$ cat src/design/fbpa_pkg.sv
`timescale 1ns / 1ps

package fbpa_pkg;

  localparam int CAPACITY = 1024;
  localparam int IDX_W    = $clog2(CAPACITY);
  localparam int CNT_W    = IDX_W + 1;
  localparam logic [CNT_W-1:0] NULL_LINK = CNT_W'(CAPACITY);

  localparam int BS_W    = 17;
  localparam int INIT_W  = 11;
  localparam int OFS_W   = 26;
  localparam int FREE_W  = 11;
  localparam int CTR_W   = 32;
  localparam logic [FREE_W-1:0] FREE_MAX = '1;
  localparam logic [BS_W-1:0]   MIN_BLOCK = BS_W'(8);

  localparam logic [BS_W-1:0]   BS_RESET   = BS_W'(64);
  localparam logic [INIT_W-1:0] INIT_RESET = INIT_W'(64);

  localparam int CFG_ADDR_W = 1;
  localparam logic [CFG_ADDR_W-1:0] REG_BLOCK_SIZE  = 1'b0;
  localparam logic [CFG_ADDR_W-1:0] REG_INIT_BLOCKS = 1'b1;

  localparam logic OP_ALLOC   = 1'b0;
  localparam logic OP_RELEASE = 1'b1;

  localparam int IN_TDATA_W  = 16;
  localparam int IN_TUSER_W  = 2;
  localparam int OUT_TDATA_W = 128;
  localparam int OUT_TUSER_W = 2;

  typedef enum logic [1:0] {
    ST_DONE      = 2'd0,
    ST_EXHAUSTED = 2'd1,
    ST_IGNORED   = 2'd2
  } status_t;

  typedef enum logic [1:0] {
    S_IDLE,
    S_GROW,
    S_FETCH,
    S_DONE
  } fsm_t;

  typedef struct packed {
    logic [IDX_W-1:0]  granted;
    status_t           status;
    logic [FREE_W-1:0] free_cnt;
    logic [CNT_W-1:0]  total_cnt;
    logic [CTR_W-1:0]  alloc_cnt;
    logic [CTR_W-1:0]  release_cnt;
  } res_t;

endpackage

$ cat src/design/fbpa_obuf.sv
`timescale 1ns / 1ps

module fbpa_obuf (
  input  logic                                 clk,
  input  logic                                 rst_n,
  input  logic                                 res_valid,
  output logic                                 res_ready,
  input  fbpa_pkg::res_t                       res,
  input  logic [fbpa_pkg::BS_W-1:0]            blk_bytes,
  output logic                                 out_tvalid,
  input  logic                                 out_tready,
  output logic [fbpa_pkg::OUT_TDATA_W-1:0]     out_tdata,
  output logic [fbpa_pkg::OUT_TUSER_W-1:0]     out_tuser
);

  import fbpa_pkg::*;

  localparam int PROD_W = IDX_W + BS_W;

  logic                   valid_r, valid_nxt;
  logic [OUT_TDATA_W-1:0] data_r, data_nxt;
  logic [OUT_TUSER_W-1:0] user_r, user_nxt;
  logic [BS_W-1:0]        bs_eff;
  logic [PROD_W-1:0]      prod;
  logic                   load;

  assign res_ready = !valid_r || out_tready;
  assign load      = res_valid && res_ready;

  assign bs_eff = (blk_bytes < MIN_BLOCK) ? MIN_BLOCK : blk_bytes;
  assign prod   = PROD_W'(res.granted) * PROD_W'(bs_eff);

  always_comb begin
    valid_nxt = valid_r;
    data_nxt  = data_r;
    user_nxt  = user_r;
    if (load) begin
      valid_nxt = 1'b1;
      data_nxt  = OUT_TDATA_W'({res.release_cnt, res.alloc_cnt, res.total_cnt,
                                res.free_cnt, prod[OFS_W-1:0], res.granted});
      user_nxt  = OUT_TUSER_W'(res.status);
    end else if (out_tready) begin
      valid_nxt = 1'b0;
    end
  end

  always_ff @(posedge clk) begin
    if (!rst_n) begin
      valid_r <= 1'b0;
    end else begin
      valid_r <= valid_nxt;
    end
  end

  always_ff @(posedge clk) begin
    data_r <= data_nxt;
    user_r <= user_nxt;
  end

  assign out_tvalid = valid_r;
  assign out_tdata  = data_r;
  assign out_tuser  = user_r;

endmodule

$ cat config.mk
export PLATFORM = sky130hd
export DESIGN_NAME = fbpa_obuf
export DESIGN_NICKNAME = d
export VERILOG_FILES = /design/src/design/fbpa_pkg.sv /design/src/design/fbpa_obuf.sv
export SDC_FILE = /design/constraint.sdc
export NUM_CORES = 1
export LEC_CHECK = 0
export ABC_AREA = 1
export BUFFER_PORTS_ARGS = -buffer_cell sky130_fd_sc_hd__buf_2
export CAP_MARGIN = 0
export CORE_ASPECT_RATIO = 1.2
export CORE_MARGIN = 1.5
export CORE_UTILIZATION = 59
export DETAILED_ROUTE_END_ITERATION = 10
export HOLD_SLACK_MARGIN = 0.03
export PLACE_DENSITY = 0.95
export RECOVER_POWER = 50
export SETUP_SLACK_MARGIN = 0.3
export SLEW_MARGIN = 20
export SYNTH_ARGS = -nofsm -noshare
export SYNTH_HDL_FRONTEND = slang
export SYNTH_SLANG_ARGS = --single-unit
$ cat constraint.sdc
create_clock -name clk -period 23.9 [get_ports clk]
set_input_delay 4.78 -clock clk [delete_from_list [all_inputs] [get_ports clk]]
set_output_delay 4.78 -clock clk [all_outputs]
set_load 0.02 [all_outputs]
==> Word level (Yosys, flattened, before mapping) <==
Cells that the tools add are included.
{ "totals": {"out_inout_bits": 132, "regBits": 125, "word_cells": 12, "in_bits": 119} }
{ "op_classes": {"multipliers": 1, "reduce_logical": 4, "n_lt_le_gt_ge": 1, "n_mux": 3} }
{ "ops": {"columns": ["cell", "count"], "rows": [
  ["$mul 10x17->26", 1],
  ["$lt 17x4->1 const B", 1],
  ["$mux 17", 1],
  ["$mux 1", 2],
  ["$reduce_bool 2->1", 1],
  ["$logic_and 1x1->1", 1],
  ["$logic_not 1->1", 1],
  ["$logic_or 1x1->1", 1]
]} }

==> Logic depth before layout (Yosys ltp) <==
Gate-level depths: netlist (run 1).
{ "logic_depth": {"depth_word": 4, "mapped_depth": 25, "ltp_nobuf": 25} }

==> Least setup slack after synthesis (run 1) <==
No wires, ideal clock.
{ "synth_path": {"path_kind": "in2reg", "startpoint": "in res_valid", "endpoint": "reg data_r[0], in the netlist out_tdata[0], enable pin", "slack_ps": 12462, "required_time_ps": 23252, "n_path_buf": 0, "setup_ps": 648, "t_arrival_ps": 10790, "path_stages": 2, "cell_sequence": "inv_1 -> a21oi_1"} }
{ "synth_between": {"elab_chain_cells": 1} }
{ "synth_rtl": {"columns": ["element", "line_no", "rtl"], "rows": [
  ["from (decl)", "fbpa_obuf.sv:6", "input logic res_valid,"],
  ["$logic_and 1x1->1", "fbpa_obuf.sv:28", "assign load = res_valid && res_ready;"],
  ["net load", "fbpa_obuf.sv:25", "logic load;"],
  ["to (signal assigned)", "fbpa_obuf.sv:56", "data_r <= data_nxt;"],
  ["to (decl)", "fbpa_obuf.sv:21", "logic [OUT_TDATA_W-1:0] data_r, data_nxt;"]
]} }
The timed path passes the listed nets, and every way through them passes these cells.
A chain may end at the register's enable or synchronous reset.

==> Final worst setup path (run 1) <==
{ "layout_path": {"startpoint": "in out_tready", "endpoint": "out res_ready"} }
{ "layout_between": {"elab_chain_cells": 1} }
{ "layout_rtl": {"columns": ["element", "line_no", "rtl"], "rows": [
  ["from (decl)", "fbpa_obuf.sv:11", "input logic out_tready,"],
  ["$logic_or 1x1->1", "fbpa_obuf.sv:27", "assign res_ready = !valid_r || out_tready;"],
  ["to (decl)", "fbpa_obuf.sv:7", "output logic res_ready,"]
]} }
No other way between the ends.

==> metrics.txt, run 1 <==
DRT iter0 DRCs=671; Static Leakage=6.35 nW; fillers=1,153; worst-margin pin slew=1760 ps; max_cap viols=1; drt wl/cell=18.4 um; Seq cells post-synth=125; clock transition at the registers of the reported paths=70 ps; Detail Route Antenna Nets=0; H-tree levels=4; XOR/XNOR Fraction of Synth Area=1.23%; data arrival time of the worst path=5170 ps; Synth async-reset ratio=0%; Sink Count=125; overall routing resource usage=33.0%; post-cts resize count=0; Setup-failing EPs final=0; crit end category=output port; die area=0.0177 mm^2; Max clock buf depth=2; CP max FO=2; pwr/cell area=126 mW/mm^2; final core utilization=72.1%; Synth cell types=30; relative slew slack=-17.2%; ranking of synthesized cells by area=edfxtp_1 37%, fa_1 24%, nand2_1 12%; Mapped Cells=1,057; Area Growth Syn to Fin=18.7%; DRC violations left=0; fin crit share=41.6%; fin. max-slew vios=20; status=finished, violations left; Worst VDD drop=0.0817 mV; Synth area leader=edfxtp_1; NumNets Final=1,588; initial antenna violation count=4; critical path class=in2out; CP Launch Type=primary input; largest net degree at the start of global routing=91; total gr overflow=0; final cell count without fillers=1,523; syn_area_per_cell=9.43 um^2; violated checks=max-capacitance violations, max-slew violations; Cell Rows=51; Post-Synthesis Cell Area=0.00996 mm^2; Root Driver=clkbuf_16; post-CTS setup buffers=0; flop2flop setup slack=21,010 ps; DIE HEIGHT=145 um; RSZ-0062 raised after global routing=no; EDFF count, synth=124; hold-fix buffer count after cts=0; DP Cell Count=1,485; die width=122 um; largest family of logic cells by synthesized area=adder cells; core area=0.0164 mm^2; vias=8,080; clock skew=11.5 ps; share of the synthesized area in the top cell type=37.4%; starting density of the core=60.8%; min-delay worst type=reg2reg; Routability Congestion=0.942; Synth Area in Compound Gates=1.00%; mux cell area share after synthesis=0%; Max Clk Rate=0.101 GHz; CP Launch Point=out_tready; Synth warnings=0; CP required=19,120 ps; Routed Wire Length=28,100 um; Tmin final=9950 ps; number of global-route vias before repair=8,386; Worst Setup Slack, final=13,950 ps; final hold vios=0; layout cells sized above 1=16.4%; dpl hpwl=21,800 um; HP Start=out_tvalid; setup tns final=0 ps; via/cell ratio=5.31; simple-gate share of the synthesized area=17.4%; global-route wire length before repair=43,600 um; clock latency on the worst-skew pair=430 ps; Top Ports=251; port buffer count=244; total CTS buffers=17; CTS tree=built; pre-CTS setup slack=13,880 ps; first drt pass iteration count=6; Synth Area in Adders=30.9%; register area share after synthesis=37.6%; Reg2Reg Launch Point=out_tvalid; prevailing post-synth register cell=edfxtp_1
-- power breakdown --
group | internal [mW] | switching (mW)
clock | 0.140 | 0.115
sequential | 0.308 | 0.0112
combinational | 0.316 | 0.600
total | 0.764 | 0.726
-- synthesized netlist by cell type (2+ instances only) --
master / count
edfxtp_1: 124
nand2_2: 6
buf_4: 6
xor2_1: 13
ha_1: 59
nand4_1: 8
nand3_2: 3
nand3b_1: 2
a21oi_2: 2
nand3_1: 33
nand2_1: 308
nor2_2: 4
clkbuf_1: 26
nor2_1: 46
fa_1: 117
a21oi_1: 15
inv_1: 272
-- final cells by class --
cell class / count / area, um^2 / share of cell area [%]
multi-input cells: 631 / 5060 / 42.8
flip-flops and latches: 125 / 3740 / 31.6
repair buffers: 246 / 1130 / 9.57
inverters: 272 / 1020 / 8.63
clock buffers: 17 / 425 / 3.60
well taps: 212 / 265 / 2.24
clock inverters: 15 / 170 / 1.44
diodes: 5 / 12.5 / 0.106
-- worst max-delay path, cell delays in order --
cell and delay (ps):
buf_2 90, inv_1 60, nand2_1 70, buf_2 160
-- per-layer routing --
metal	vias to the layer above	wire, um	global-route usage [%]
met1	3786	9410	38.1
met4	0	1290	16.2
met3	105	3100	7.64
li1	3633	-	-
met2	556	14300	57.1
met5	-	0	0
-- sequential cells by signal, indices dropped and copies added (netlist names) --
name        flops
out_tuser       2
out_tdata     122
out_tvalid      1
-- placed cells by master, fill, tap and decap left out, types with 2 or more instances in the layout --
master / netlist / routed
nand2_1: 308 / 308
inv_1: 272 / 272
buf_2: 1 / 161
edfxtp_1: 124 / 124
fa_1: 117 / 117
clkbuf_1: 26 / 84
ha_1: 59 / 59
nor2_1: 46 / 46
nand3_1: 33 / 33
clkbuf_16: 0 / 17
a21oi_1: 15 / 15
xor2_1: 13 / 13
nand4_1: 8 / 8
nand2_2: 6 / 6
conb_1: 1 / 6
diode_2: 0 / 5
nor2_2: 4 / 4
clkinv_8: 0 / 4
inv_8: 0 / 4
nand3_2: 3 / 3
inv_6: 0 / 3
clkinv_4: 0 / 3
a21oi_2: 2 / 2
nand3b_1: 2 / 2
-- per-stage QoR --
step | cell area (um^2) | hold slack [ps] | total power [mW]
floorplan | 9980 | 729 | 0.991
global placement | 11300 | 549 | 1.20
detailed placement | 11300 | 590 | 1.23
CTS | 11900 | 611 | 1.49
global route | 11800 | 587 | 1.63
finish | 11800 | 574 | 1.49
-- kinds of logic (layout without fill, tap and decap cells) --
kind of cell | Yosys count | count (layout)
simple gates | 417 | 417
fa+ha+maj | 176 | 176
compound gates | 18 | 18
buf+inv | 306 | 550
xor+xnor | 14 | 14
other cells | 1 | 11
flops | 125 | 125
-- final timing paths --
check,to,cells past startpoint
hold reg to reg,out_tvalid,2
setup / recovery,res_ready,4
hold / removal,out_tvalid,2
setup reg to reg,out_tdata[51],2
Note: power is estimated with default switching activity, not from simulation.
==> inputs of run 2 (changes only) <==
CORE_UTILIZATION = 50   (was 59)
PLACE_DENSITY = 0.89   (was 0.95)
clock period = 8.8 ns   (was 23.9 ns; I/O delays follow)
==> run 2 against run 1 <==
The flow now finishes without violations. First-iteration DRC count up 1.8%. Clock skew decreased by 6.4 ps. Cell count grew 3.3%. Wire length fell by 0.39%. Non-clock buffer count is the same. Register-to-register slack got worse by 15000 ps. Power grew to 2.7 times the previous value. Critical endpoint is now out_tdata[28]. Largest cell class unchanged. Largest power group unchanged.
==> metrics.txt, run 2 (synthesized netlist as in run 1, its figures left out) <==
status=finished clean; overall routing resource usage=27.6%; layer with the highest usage=met2; H-tree levels=4; DRT iter0 DRCs=683; flip-flop count of the largest register after layout=122; post-CTS setup buffers=0; Cell Rows=56; core area=0.0195 mm^2; met2 Use GR=52.4%; CP cell instances=buf_2 > nor2_1 > nand4_1 > nand3b_4 > nand2_1 > nor2_1 > fa_1 > fa_1 > inv_1 > fa_1 > inv_1 > fa_1 > inv_1 > fa_1 > inv_1 > ha_1 > nand2_1 > nor2_1 > nand2_1 > nand3_1 > nand2_1 > nand3_1 > nand2_1; Max Clk Rate=0.148 GHz; flop2flop setup slack=5910 ps; Max clock buf depth=2; Reg-to-Reg End=out_tdata[50]; worst-margin pin slew=1020 ps; starting density of the core=51.0%; Total Power=3.99 mW; vias=7,919; clock latency on the worst-skew pair=420 ps; largest net degree at the start of global routing=62; Top Ports=251; Area Growth Syn to Fin=18.8%; Worst VDD drop=0.185 mV; clock skew=5.04 ps; Detail Route Antenna Nets=0; max_cap viols=0; CP Launch Type=primary input; die area=0.0208 mm^2; port buffer count=244; final core utilization=60.6%; commonest non-fill, non-tap cell in the layout=nand2_1; GR Util met3=5.41%; Routed Wire Length=28,000 um; WHS=552 ps; number of global-route vias before repair=8,218; setup tns final=0 ps; min-delay worst type=reg2reg; global-route wire length before repair=42,900 um; RSZ-0062 raised after global routing=no; hold-fix buffer count after cts=0; total gr overflow=0; Routability Congestion=0.958; CP required=8980 ps; dpl hpwl=22,300 um; initial antenna violation count=8; first drt pass iteration count=7; post-cts resize count=0; layout cells sized above 1=14.5%; Static Leakage=6.27 nW; fin. max-slew vios=0; CTS tree=built; crit-path max cell delay=560 ps; fin crit share=76.6%; Seq. cell area=0.00374 mm^2; clock transition at the registers of the reported paths=70 ps; DRC violations left=0; drt wl/cell=17.8 um; GR Util met1=29.8%; Reg2Reg Depth=3; Sink Count=125; DIE HEIGHT=158 um; CP max FO=19; via/cell ratio=5.03; pwr/cell area=337 mW/mm^2; NumNets Final=1,588; die width=132 um; relative slew slack=31.7%; slowest cell on the critical path=fa_1; total CTS buffers=17; crit end category=register; Worst setup endpoint=out_tdata[28]; Root Driver=clkbuf_16; CP Launch Point=blk_bytes[16]; critical path class=in2reg; fillers=1,621; Tmin final=6740 ps; Setup-failing EPs final=0; data arrival time of the worst path=6920 ps; Multi-input gate area=0.00506 mm^2; final hold vios=0; Reg2Reg Launch Point=out_tvalid; most frequent cells in the layout=308 x nand2_1, 272 x inv_1, 135 x buf_2
==> run 2: worst min-delay path by stage <==
| stage | slack [ps] | endpoint | start | cells after the start |
|---|---|---|---|---|
| finish | 550 | out_tvalid | out_tvalid | 2 |
| global route | 570 | out_tvalid | out_tvalid | 2 |
| CTS | 580 | out_tvalid | out_tvalid | 2 |
| detailed placement | 570 | out_tvalid | out_tvalid | 2 |
| global placement | 530 | out_tvalid | out_tvalid | 2 |
| floorplan | 730 | out_tvalid | out_tvalid | 2 |
==> run 2: worst max-delay path: cells and delay by family <==
kind / cells / cell delay [ps]
adders and majority gates: 6 / 2920
buffers and inverters: 5 / 390
and+or+nand+nor: 12 / 1830
==> run 2: per-stage QoR <==
step | cell area, um^2 | setup WS, ps | instances
floorplan | 9980 | 382 | 1062
global placement | 11400 | 1910 | 1535
detailed placement | 11400 | 1720 | 1535
CTS | 12000 | 2150 | 1567
global route | 11800 | 1770 | 1571
finish | 11800 | 2060 | 1573
==> run 2: metal layers <==
| metal | vias up | wire [um] |
|---|---|---|
| li1 | 3628 | - |
| met2 | 418 | 15000 |
| met3 | 80 | 2030 |
| met5 | - | 12 |
| met4 | 2 | 1190 |
| met1 | 3791 | 9740 |
==> run 2: power by group <==
| part | total [mW] | switching, mW | internal, mW |
|---|---|---|---|
| Clock | 0.680 | 0.305 | 0.375 |
| Sequential | 0.874 | 0.0363 | 0.837 |
| Combinational | 2.44 | 1.59 | 0.851 |
==> run 2: cell type report <==
type / count / area share, %
clock buffer: 17 / 3.59
sequential: 125 / 31.6
antenna: 6 / 0.127
inverter: 272 / 8.62
clock inverter: 15 / 1.27
multi-input combinational: 631 / 42.7
tap: 261 / 2.76
timing repair buffer: 246 / 9.29
==> inputs of run 3 (changes only) <==
ABC_AREA = 0   (was 1)
CORE_UTILIZATION = 49   (was 50)
PLACE_DENSITY = 0.88   (was 0.89)
clock period = 5.7 ns   (was 8.8 ns; I/O delays follow)
==> run 3 against run 2 <==
The flow now finishes with violations (max-capacitance violations, max-slew violations, negative setup slack). Critical endpoint is now out_tdata[31]. Via count fell by 9.9%. Clock power rose by 69%. Synthesized cell count fell by 27%. Power rose by 72%. Register-to-register slack got worse by 4100 ps. Flip-flop and latch count did not move. Critical path type unchanged. Largest cell class unchanged. Clock skew rose by 1.1 ps. Cell area rose by 4.4%.
==> metrics.txt, run 3 <==
cell with the most instances after synthesis=edfxtp_1; Seq. cell area=0.00374 mm^2; Setup-failing EPs final=14; Top Ports=251; fin crit share=109%; Synth cell types=39; clock transition at the registers of the reported paths=60 ps; worst hold path depth=2; Synth area leader=edfxtp_1; Total Power=6.89 mW; Area Growth Syn to Fin=34.5%; DRT iter0 DRCs=388; RSZ-0062 raised after global routing=yes; Max Clk Rate=0.162 GHz; Post-Synthesis Cell Area=0.00920 mm^2; Routed Wire Length=24,700 um; clock skew=6.15 ps; Reg2Reg Depth=3; clock latency on the worst-skew pair=420 ps; share of the synthesized area in the top cell type=40.5%; Seq cells post-synth=125; synth cell count leaders=124 x edfxtp_1, 119 x inv_1, 117 x fa_1; DIE HEIGHT=153 um; Root Driver=clkbuf_16; Routability Congestion=0.857; global-route wire length before repair=37,000 um; Worst VDD drop=0.419 mV; total gr overflow=0; starting density of the core=50.2%; commonest non-fill, non-tap cell in the layout=buf_2; most frequent cells in the layout=197 x buf_2, 124 x edfxtp_1, 111 x fa_1; Multi-input gate area=0.00527 mm^2; Tmin final=6190 ps; largest net degree at the start of global routing=51; register area share after synthesis=40.7%; flip-flop count of the largest register after layout=122; via/cell ratio=5.22; final hold vios=0; DRC violations left=0; NumNets Final=1,397; total CTS buffers=17; prevailing post-synth register cell=edfxtp_1; Max clock buf depth=2; worst-margin pin slew=3220 ps; number of global-route vias before repair=7,658; H-tree levels=4; data arrival time of the worst path=6350 ps; syn_area_per_cell=11.9 um^2; Mapped Cells=770; Synth async-reset ratio=0%; initial antenna violation count=0; Cell Rows=54; fillers=1,280; number of diodes=0; die width=128 um; relative slew slack=-115%; CTS tree=built; Sink Count=125; die area=0.0196 mm^2; CP max FO=5; CP Launch Type=primary input; Detail Route Antenna Nets=0; port buffer count=244; dpl hpwl=17,700 um; ranking of synthesized cells by area=edfxtp_1 40%, fa_1 25%, ha_1 8.0%; status=finished, violations left; drt wl/cell=18.1 um; overall routing resource usage=25.0%; violated checks=max-capacitance violations, max-slew violations, negative setup slack; Static Leakage=5.85 nW; layout cells sized above 1=36.6%; pwr/cell area=557 mW/mm^2; Synth warnings=0; max_cap viols=1; min-delay worst type=reg2reg; fin. max-slew vios=51; Worst Setup Slack, final=-487 ps; CP required=5870 ps; first drt pass iteration count=5; EDFF count, synth=124; critical path class=in2reg; setup tns final=-5080 ps; core area=0.0183 mm^2; crit end category=register; vias=7,136
[run 3: changes by cell type after synthesis, sizes merged, moves of 5 or more]
cell	before	now
nand3	36	3
and2	2	76
o21ai	0	11
a21o	0	13
xnor2	1	17
and3	0	25
nand2	314	95
a21oi	17	22
nor2	51	11
inv	272	119
xor2	13	8
[run 3: cell families after synthesis]
family                   synth area share (%)
AO/OA/AOI/OAI                            4.26
XOR/XNOR                                 2.38
buffers and inverters                    6.57
flip-flops                               40.7
other                                  0.0408
adder cells (fa/ha/maj)                  33.5
AND/OR/NAND/NOR                          12.6
[run 3: power by group]
part	internal, mW	switching [mW]	total, mW
Sequential	1.30	0.0314	1.33
Combinational	2.10	2.31	4.41
Clock	0.704	0.442	1.15
Total	4.10	2.79	6.89
[run 3: path summary, 6_finish.rpt]
path	from	end	slack, ps
worst max-delay path	blk_bytes[13]	out_tdata[31]	-490
worst min-delay path	out_tvalid	out_tvalid	540
worst max register to register	out_tvalid	out_tdata[43]	1770
worst min register to register	out_tvalid	out_tvalid	540
[run 3: per-stage QoR]
stage               instances  setup WS, ps  instance area [um^2]  util (%)  hold slack [ps]
global placement         1319          -791                 11400      62.4              509
global route             1367          -622                 12400      67.5              599
detailed placement       1319          -909                 11400      62.4              536
finish                   1367          -487                 12400      67.5              537
floorplan                 775          -604                  9420         -              750
CTS                      1356          -392                 12200      66.5              547
[run 3: cell type report]
class	instances	area share, %
multi-input combinational	495	42.6
sequential	125	30.3
timing repair buffer	344	15.9
inverter	119	3.61
clock buffer	17	3.44
tap	252	2.55
clock inverter	15	1.63
[run 3: worst max-delay path, cell delays in order]
cell,delay (ps)
buf_8,100
nor4_4,280
nand4_1,140
buf_6,160
buf_6,120
nand2b_4,90
buf_6,110
and2_4,150
fa_1,440
fa_1,520
fa_1,450
fa_1,520
inv_1,70
fa_1,520
inv_2,50
ha_4,240
a21o_1,210
a221oi_2,310
nand2b_1,130
a21oi_4,230
o21ai_1,110
a21oi_2,150
xnor2_1,90
[run 3: what timing repair did]
item | CTS | global route
cloned | 1 | 0
setup buffers | 4 | 11
pin swaps | 21 | 41
hold buffers | 0 | 0
setup endpoints to repair | 17 | 20
gates resized for setup | 28 | 40
[run 3: per-layer routing]
| metal | GRT usage (%) | vias to the layer above | share of wire [%] |
|---|---|---|---|
| met3 | 5.85 | 123 | 7.1 |
| met4 | 14.3 | 2 | 5.6 |
| met2 | 46.7 | 364 | 55 |
| met5 | 0 | - | 0.24 |
| li1 | - | 3140 | - |
| met1 | 24.8 | 3507 | 32 |
